$ cat src/rtl/core/asidl_pkg.sv
`default_nettype none

package asidl_pkg;

    // Request codes carried in the opcode field; code 3 behaves as a lookup.
    localparam logic [1:0] OP_INSERT = 2'd0;
    localparam logic [1:0] OP_DELETE = 2'd1;
    localparam logic [1:0] OP_LOOKUP = 2'd2;

    // Field widths fixed by the stream format.
    localparam int unsigned OPCODE_W = 2;
    localparam int unsigned IN_KEY_W = 32;
    localparam int unsigned STATUS_W = 2;
    localparam int unsigned COUNT_W  = 7;
    localparam int unsigned S_DATA_W = 40;
    localparam int unsigned M_DATA_W = 16;

    typedef enum logic [1:0] {
        ST_DONE      = 2'd0,
        ST_PRESENT   = 2'd1,
        ST_NOT_FOUND = 2'd2,
        ST_FULL      = 2'd3
    } status_t;

    typedef enum logic [2:0] {
        S_IDLE,
        S_SCAN,
        S_RESOLVE,
        S_MOVE,
        S_FINISH
    } ctrl_state_t;

    // Commands from the controller to the datapath.
    typedef struct packed {
        logic load_req;
        logic rd_issue;
        logic found;
        logic resolve;
        logic append;
        logic remove;
        logic move_wr;
        logic load_out;
    } dp_cmd_t;

    // Status from the datapath to the controller.
    typedef struct packed {
        logic hit;
        logic idx_lt_count;
        logic cmp_pending;
        logic do_append;
        logic do_remove;
    } dp_sts_t;

endpackage

`default_nettype wire

$ cat src/rtl/core/array_set_insert_delete_lookup.sv
// Requests are handled one at a time: the next word is accepted only once the result of the
// last request has been registered. A hit ends the scan at the matching entry, a miss reads
// every held key, and a delete that removes an entry adds a step that moves the last entry
// into the freed slot. The linear scan reads one stored key per cycle from the key memory.
// Reset (aresetn low, synchronous) empties the set and clears all handshake state.
`default_nettype none

module array_set_insert_delete_lookup #(
    parameter int unsigned DEPTH     = 64,
    parameter int unsigned KEY_WIDTH = 32
) (
    input  wire logic                            aclk,
    input  wire logic                            aresetn,
    input  wire logic                            s_tvalid,
    output logic                                 s_tready,
    // opcode [1:0], key [33:2], zero [39:34]
    input  wire logic [asidl_pkg::S_DATA_W-1:0]  s_tdata,
    output logic                                 m_tvalid,
    input  wire logic                            m_tready,
    // status [1:0], present [2], entry_count [9:3], zero [15:10]
    output logic      [asidl_pkg::M_DATA_W-1:0]  m_tdata
);

    import asidl_pkg::*;

    dp_cmd_t             cmd;
    dp_sts_t             sts;
    logic [STATUS_W-1:0] out_status;
    logic                out_present;
    logic [COUNT_W-1:0]  out_count;

    // Sequencer.
    asidl_ctrl u_ctrl (
        .aclk     (aclk),
        .aresetn  (aresetn),
        .s_tvalid (s_tvalid),
        .s_tready (s_tready),
        .m_tvalid (m_tvalid),
        .m_tready (m_tready),
        .cmd      (cmd),
        .sts      (sts)
    );

    // Key store, scan compare and result registers.
    asidl_dp #(
        .DEPTH     (DEPTH),
        .KEY_WIDTH (KEY_WIDTH)
    ) u_dp (
        .aclk        (aclk),
        .aresetn     (aresetn),
        .in_opcode   (s_tdata[OPCODE_W-1:0]),
        .in_key      (s_tdata[OPCODE_W+IN_KEY_W-1:OPCODE_W]),
        .cmd         (cmd),
        .sts         (sts),
        .out_status  (out_status),
        .out_present (out_present),
        .out_count   (out_count)
    );

    // Pack the result word.
    assign m_tdata = {{(M_DATA_W - STATUS_W - 1 - COUNT_W){1'b0}},
                      out_count, out_present, out_status};

endmodule

`default_nettype wire

$ cat src/rtl/core/asidl_ram.sv
`default_nettype none

module asidl_ram #(
    parameter int unsigned WIDTH = 32,
    parameter int unsigned DEPTH = 64,
    parameter int unsigned AW    = (DEPTH > 1) ? $clog2(DEPTH) : 1
) (
    input  wire logic             aclk,
    input  wire logic             we,
    input  wire logic [AW-1:0]    waddr,
    input  wire logic [WIDTH-1:0] wdata,
    input  wire logic [AW-1:0]    raddr,
    output logic      [WIDTH-1:0] rdata
);

    logic [WIDTH-1:0] mem [DEPTH];

    // One write port and one read port with registered read data.
    always_ff @(posedge aclk) begin
        if (we) begin
            mem[waddr] <= wdata;
        end
        rdata <= mem[raddr];
    end

endmodule

`default_nettype wire

$ cat src/rtl/core/asidl_ctrl.sv
`default_nettype none

module asidl_ctrl (
    input  wire logic               aclk,
    input  wire logic               aresetn,
    input  wire logic               s_tvalid,
    output logic                    s_tready,
    output logic                    m_tvalid,
    input  wire logic               m_tready,
    output asidl_pkg::dp_cmd_t      cmd,
    input  wire asidl_pkg::dp_sts_t sts
);

    import asidl_pkg::*;

    ctrl_state_t state_reg;
    ctrl_state_t state_next;
    logic        m_tvalid_reg;
    logic        m_tvalid_next;
    logic        out_free;

    assign out_free = !m_tvalid_reg || m_tready;
    assign s_tready = (state_reg == S_IDLE);
    assign m_tvalid = m_tvalid_reg;

    // State and output valid registers.
    always_ff @(posedge aclk) begin
        if (!aresetn) begin
            state_reg    <= S_IDLE;
            m_tvalid_reg <= 1'b0;
        end else begin
            state_reg    <= state_next;
            m_tvalid_reg <= m_tvalid_next;
        end
    end

    // Next state and datapath commands.
    always_comb begin
        state_next    = state_reg;
        cmd           = '0;
        m_tvalid_next = m_tvalid_reg && !m_tready;
        case (state_reg)
            S_IDLE: begin
                if (s_tvalid) begin
                    cmd.load_req = 1'b1;
                    state_next   = S_SCAN;
                end
            end
            S_SCAN: begin
                if (sts.hit) begin
                    cmd.found  = 1'b1;
                    state_next = S_RESOLVE;
                end else if (!sts.cmp_pending && !sts.idx_lt_count) begin
                    state_next = S_RESOLVE;
                end else begin
                    cmd.rd_issue = sts.idx_lt_count;
                end
            end
            S_RESOLVE: begin
                cmd.resolve = 1'b1;
                if (sts.do_append) begin
                    cmd.append = 1'b1;
                    state_next = S_FINISH;
                end else if (sts.do_remove) begin
                    cmd.remove = 1'b1;
                    state_next = S_MOVE;
                end else begin
                    state_next = S_FINISH;
                end
            end
            S_MOVE: begin
                // The last entry has been read; write it into the freed slot.
                cmd.move_wr = 1'b1;
                state_next  = S_FINISH;
            end
            S_FINISH: begin
                if (out_free) begin
                    cmd.load_out  = 1'b1;
                    m_tvalid_next = 1'b1;
                    state_next    = S_IDLE;
                end
            end
            default: begin
                state_next = S_IDLE;
            end
        endcase
    end

endmodule

`default_nettype wire

$ cat src/rtl/core/asidl_dp.sv
`default_nettype none

module asidl_dp #(
    parameter int unsigned DEPTH     = 64,
    parameter int unsigned KEY_WIDTH = 32
) (
    input  wire logic                            aclk,
    input  wire logic                            aresetn,
    input  wire logic [asidl_pkg::OPCODE_W-1:0]  in_opcode,
    input  wire logic [asidl_pkg::IN_KEY_W-1:0]  in_key,
    input  wire asidl_pkg::dp_cmd_t              cmd,
    output asidl_pkg::dp_sts_t                   sts,
    output logic      [asidl_pkg::STATUS_W-1:0]  out_status,
    output logic                                 out_present,
    output logic      [asidl_pkg::COUNT_W-1:0]   out_count
);

    import asidl_pkg::*;

    localparam int unsigned AW = (DEPTH > 1) ? $clog2(DEPTH) : 1;
    localparam int unsigned CW = $clog2(DEPTH + 1);
    localparam int unsigned EW = CW + COUNT_W;

    logic [OPCODE_W-1:0]  op_reg;
    logic [KEY_WIDTH-1:0] key_reg;
    logic [CW-1:0]        count_reg;
    logic [CW-1:0]        count_next;
    logic [CW-1:0]        idx_reg;
    logic [AW-1:0]        cmp_idx_reg;
    logic                 cmp_vld_reg;
    logic [AW-1:0]        slot_reg;
    logic                 held_reg;
    status_t              status_reg;
    status_t              status_next;
    logic [STATUS_W-1:0]  out_status_reg;
    logic                 out_present_reg;
    logic [COUNT_W-1:0]   out_count_reg;

    logic                 full;
    logic [EW-1:0]        count_ext;
    logic                 ram_we;
    logic [AW-1:0]        ram_waddr;
    logic [KEY_WIDTH-1:0] ram_wdata;
    logic [AW-1:0]        ram_raddr;
    logic [KEY_WIDTH-1:0] ram_rdata;

    // Key storage.
    asidl_ram #(
        .WIDTH (KEY_WIDTH),
        .DEPTH (DEPTH),
        .AW    (AW)
    ) u_store (
        .aclk  (aclk),
        .we    (ram_we),
        .waddr (ram_waddr),
        .wdata (ram_wdata),
        .raddr (ram_raddr),
        .rdata (ram_rdata)
    );

    // Read during the scan walks the index; a removal reads the last entry.
    assign ram_raddr = cmd.remove ? AW'(count_reg - CW'(1)) : idx_reg[AW-1:0];

    // Writes: append at the count, or move the last entry into the freed slot.
    assign ram_we    = cmd.append || cmd.move_wr;
    assign ram_waddr = cmd.append ? count_reg[AW-1:0] : slot_reg;
    assign ram_wdata = cmd.append ? key_reg : ram_rdata;

    assign full = (count_reg == CW'(DEPTH));

    // Status toward the controller.
    assign sts.hit          = cmp_vld_reg && (ram_rdata == key_reg);
    assign sts.idx_lt_count = (idx_reg < count_reg);
    assign sts.cmp_pending  = cmp_vld_reg;
    assign sts.do_append    = (op_reg == OP_INSERT) && !held_reg && !full;
    assign sts.do_remove    = (op_reg == OP_DELETE) && held_reg;

    // Result code of the request once the search is over.
    always_comb begin
        case (op_reg)
            OP_INSERT: begin
                if (held_reg) begin
                    status_next = ST_PRESENT;
                end else if (full) begin
                    status_next = ST_FULL;
                end else begin
                    status_next = ST_DONE;
                end
            end
            OP_DELETE, OP_LOOKUP: begin
                status_next = held_reg ? ST_DONE : ST_NOT_FOUND;
            end
            default: begin
                status_next = held_reg ? ST_DONE : ST_NOT_FOUND;
            end
        endcase
    end

    // Count update.
    always_comb begin
        count_next = count_reg;
        if (cmd.append) begin
            count_next = count_reg + CW'(1);
        end else if (cmd.remove) begin
            count_next = count_reg - CW'(1);
        end
    end

    // Control registers: fill count and the compare pipeline flag.
    always_ff @(posedge aclk) begin
        if (!aresetn) begin
            count_reg   <= '0;
            cmp_vld_reg <= 1'b0;
        end else begin
            count_reg   <= count_next;
            cmp_vld_reg <= cmd.rd_issue;
        end
    end

    // Request, scan and result registers.
    always_ff @(posedge aclk) begin
        if (cmd.load_req) begin
            op_reg   <= in_opcode;
            key_reg  <= KEY_WIDTH'(in_key);
            idx_reg  <= '0;
            held_reg <= 1'b0;
        end
        if (cmd.rd_issue) begin
            idx_reg     <= idx_reg + CW'(1);
            cmp_idx_reg <= idx_reg[AW-1:0];
        end
        if (cmd.found) begin
            held_reg <= 1'b1;
            slot_reg <= cmp_idx_reg;
        end
        if (cmd.resolve) begin
            status_reg <= status_next;
        end
        if (cmd.load_out) begin
            out_status_reg  <= status_reg;
            out_present_reg <= held_reg;
            out_count_reg   <= count_ext[COUNT_W-1:0];
        end
    end

    assign count_ext   = EW'(count_reg);
    assign out_status  = out_status_reg;
    assign out_present = out_present_reg;
    assign out_count   = out_count_reg;

endmodule

`default_nettype wire
$ cat config.mk
export PLATFORM = sky130hd
export DESIGN_NAME = array_set_insert_delete_lookup
export DESIGN_NICKNAME = d
export VERILOG_FILES = /design/src/rtl/core/asidl_pkg.sv /design/src/rtl/core/array_set_insert_delete_lookup.sv /design/src/rtl/core/asidl_ram.sv /design/src/rtl/core/asidl_ctrl.sv /design/src/rtl/core/asidl_dp.sv
export SDC_FILE = /design/constraint.sdc
export NUM_CORES = 2
export LEC_CHECK = 0
export ABC_AREA = 1
export BUFFER_PORTS_ARGS = -buffer_cell sky130_fd_sc_hd__clkbuf_2
export CAP_MARGIN = 20
export CORE_ASPECT_RATIO = 0.6
export CORE_UTILIZATION = 54
export CTS_BUF_LIST = sky130_fd_sc_hd__clkbuf_4 sky130_fd_sc_hd__clkbuf_8
export DETAILED_ROUTE_END_ITERATION = 7
export PLACE_DENSITY_LB_ADDON = 0.1
export SYNTH_ARGS = -nofsm -noshare
export SYNTH_HDL_FRONTEND = slang
export SYNTH_SLANG_ARGS = --single-unit
$ cat constraint.sdc
create_clock -name aclk -period 6.1 [get_ports aclk]
set_input_delay 1.22 -clock aclk [delete_from_list [all_inputs] [get_ports aclk]]
set_output_delay 1.22 -clock aclk [all_outputs]
set_load 0.01 [all_outputs]
==> impl_metrics.toml <==
[worst_setup_path]
required_ns = 6.70
worstPathMaxFanout = 41
start_kind = "flip-flop"
critical_path_arrival_ns = 5.70
critPathCaptureType = "flip-flop"
critPathKind = "flip-flop to flip-flop"

[detailed_routing]
routedWlPerCell_um = 21.9
drt_wl_total_mm = 259
viasPerCell = 5.43
drcViolationCount = 0
first_iter_violations = 7913
drtPass1Iterations = 8
vias = 64300
ant_nets = 0

[die]
num_rows = 118
io_pins = 62
die_w_um = 542
die-area_um2 = 177000
core_um2 = 173000
die_h_um = 326
start_util_pct = 54.6

[synthesis]
synth-warning-count = 0
synth_top_area_share_pct = 67.1
synth_area_um2 = 94500
syn_inst = 9197
synth_ff_type = "edfxtp_1"
yosys.area.top_type = "edfxtp_1"
synth_area_leaders = "edfxtp_1, nand3_1, nand2_1, inv_1, buf_2"
syn_area_per_cell_um2 = 10.3
async_reset_ff_share_pct = 0
yosysSeqAreaShare_pct = 68.1
synth-edff-count = 2113
ys_seq_elements = 2158
ys_types = 45

[clocking]
cts.hold.buffers_added = 0
postCtsResizedCells = 0
clock_sinks = 2158
clockRootBuffer = "clkbuf_8"
cts_tree = "yes"
path_clk_slew_ns = 0.06
clk_latency_ns = 0.95
cts_max_level = 5
cts_max_path_buffers = 4
cts_made_buffers = 318
post_cts_buffers = 0

[place]
dp_cells = 11300
dpl-instance-area_um2 = 98100
numPortBuffers = 49
dpl.hpwl_mm = 146
globalplace.congestion = 0.944

[sta]
setup_viol = 0
maxSlewViolCount = 0
period_share_pct = 83.5
fin_setup_tns_ns = 0
skew_ns = 0.0583
whs_ns = 0.421
slew_headroom_pct = 25.7
worst_pin_slew_ns = 1.11
max_freq_mhz = 196
grt_setup_unrepaired = "false"
period_needed_ns = 5.09
finalHoldViolCount = 0

[run_status]
status = "finished, final reports clean"

[hold_path]
min_path_type = "flip-flop to flip-flop"

[power]
cellPowerDensity_nw_per_um2 = 401
peakVddDrop_mv = 0.318
total_leakage_power_nw = 44.4

[global_route]
antenna_found_initial = 2
gr-total-overflow = 0
grt_pass1_vias = 60200
grt_pass1_wl_mm = 386
grt_max_degree = 129
track_usage_pct = 29.3

[cells_and_area]
final_cell_area_um2 = 104000
finalNonFillerCells = 11800
drive_above_1_share_pct = 9.07
largest_reg_flops = 2048
area_delta_synth_final_pct = 10.4
nets = 9327

[run]
max_cap_viol_count = 0
==> metal layers <==
metal,wire (um),global-route usage [%]
met3,24700,5.20
met4,7740,9.39
met5,0,0
met2,109000,41.6
met1,118000,45.6
==> metrics by stage <==
step | setup slack, ns | power [W] | utilization (%)
3_5_place_dp | 1.13 | 0.0304 | 56.7
4_1_cts | 1.09 | 0.0419 | 60.2
6_report | 1.01 | 0.0419 | 60.2
3_3_place_gp | 1.19 | 0.0302 | 56.6
2_1_floorplan | 1.24 | 0.0259 | -
5_1_grt | 0.710 | 0.0435 | 60.2
==> where the power goes <==
part | internal, W | total [W] | switching (W) | leakage (nW)
sequential | 0.0187 | 0.0190 | 0.000296 | 19.4
clock | 0.00607 | 0.0116 | 0.00557 | 3.26
combinational | 0.00254 | 0.0112 | 0.00869 | 21.7
total | 0.0273 | 0.0419 | 0.0146 | 44.4
==> cells in the final DEF (no fill, tap or decap), types with 5 or more instances in the layout <==
master,instances
a21oi_1,11
edfxtp_1,2113
nor2_4,67
inv_1,1998
xnor2_1,12
nand2_1,2082
buf_4,140
dfxtp_1,45
nor3_1,11
nor2_1,62
o21ai_4,20
clkinv_2,20
buf_12,41
inv_6,5
nor4_1,6
ha_1,9
nand3_1,2180
clkbuf_8,346
nand4_1,15
clkbuf_4,114
nand2_2,17
conb_1,6
clkbuf_2,49
xor2_1,8
clkinv_1,53
o21ai_0,6
==> critical path: stages, from the launching register on <==
cell and delay, ns:
dfxtp_1 0.39, inv_1 0.28, ha_1 0.24, nand2_1 0.07
nor2_2 0.10, nand2_1 0.08, nor2_1 0.16, nand2_2 0.15
nand3_4 0.10, buf_4 0.47, nand2_1 0.13, o21a_1 0.24
inv_1 0.21, nand3_1 0.65, nor2_4 1.07, buf_4 0.38
==> worst paths after layout <==
| check | startpoint | end | slack, ns | cells after the start |
|---|---|---|---|---|
| worst max-delay path | u_dp.count_reg[0] | u_dp.u_store.mem[8][1] | 1.01 | 15 |
| worst min-delay path | u_dp.cmp_idx_reg[4] | u_dp.slot_reg[4] | 0.42 | 0 |
| worst max register to register | u_dp.count_reg[0] | u_dp.u_store.mem[8][1] | 1.01 | 15 |
| worst min register to register | u_dp.cmp_idx_reg[4] | u_dp.slot_reg[4] | 0.42 | 0 |
==> cells by family after synthesis <==
group                    after synthesis  share of synthesized area [%]
AO/OA/AOI/OAI                         57                          0.365
flip-flops                          2158                           68.1
buffers and inverters               2488                           10.4
XOR/XNOR                              20                          0.185
adder cells (fa/ha/maj)                9                          0.119
other                                  1                        0.00397
AND/OR/NAND/NOR                     4464                           20.8
==> synthesized netlist by cell type, types with 2 or more instances <==
master / instances
nand3_1: 2180
edfxtp_1: 2113
nand2_1: 2097
inv_1: 1999
buf_2: 310
nor2_1: 128
clkbuf_1: 108
dfxtp_1: 45
buf_1: 38
o21ai_0: 24
nand4_1: 15
buf_4: 14
a21oi_1: 12
buf_6: 12
xnor2_1: 12
nor3_1: 11
ha_1: 9
nand2_2: 8
xor2_1: 8
inv_2: 6
nor4_1: 6
o21ai_2: 5
nor2_2: 4
or2_2: 4
nand3b_1: 3
o31ai_1: 3
a211oi_1: 2
nor3b_1: 2
o21a_1: 2
o21ai_1: 2
==> final cells by class <==
class | instances | area (um2)
clock buffers | 460 | 5620
multi-input cells | 4556 | 21100
clock inverters | 86 | 499
repair buffers | 234 | 2230
diodes | 3 | 7.51
well taps | 2340 | 2930
fillers | 14200 | 68900
inverters | 2006 | 7550
flip-flops and latches | 2158 | 64400
(Power assumes the default switching activity.)
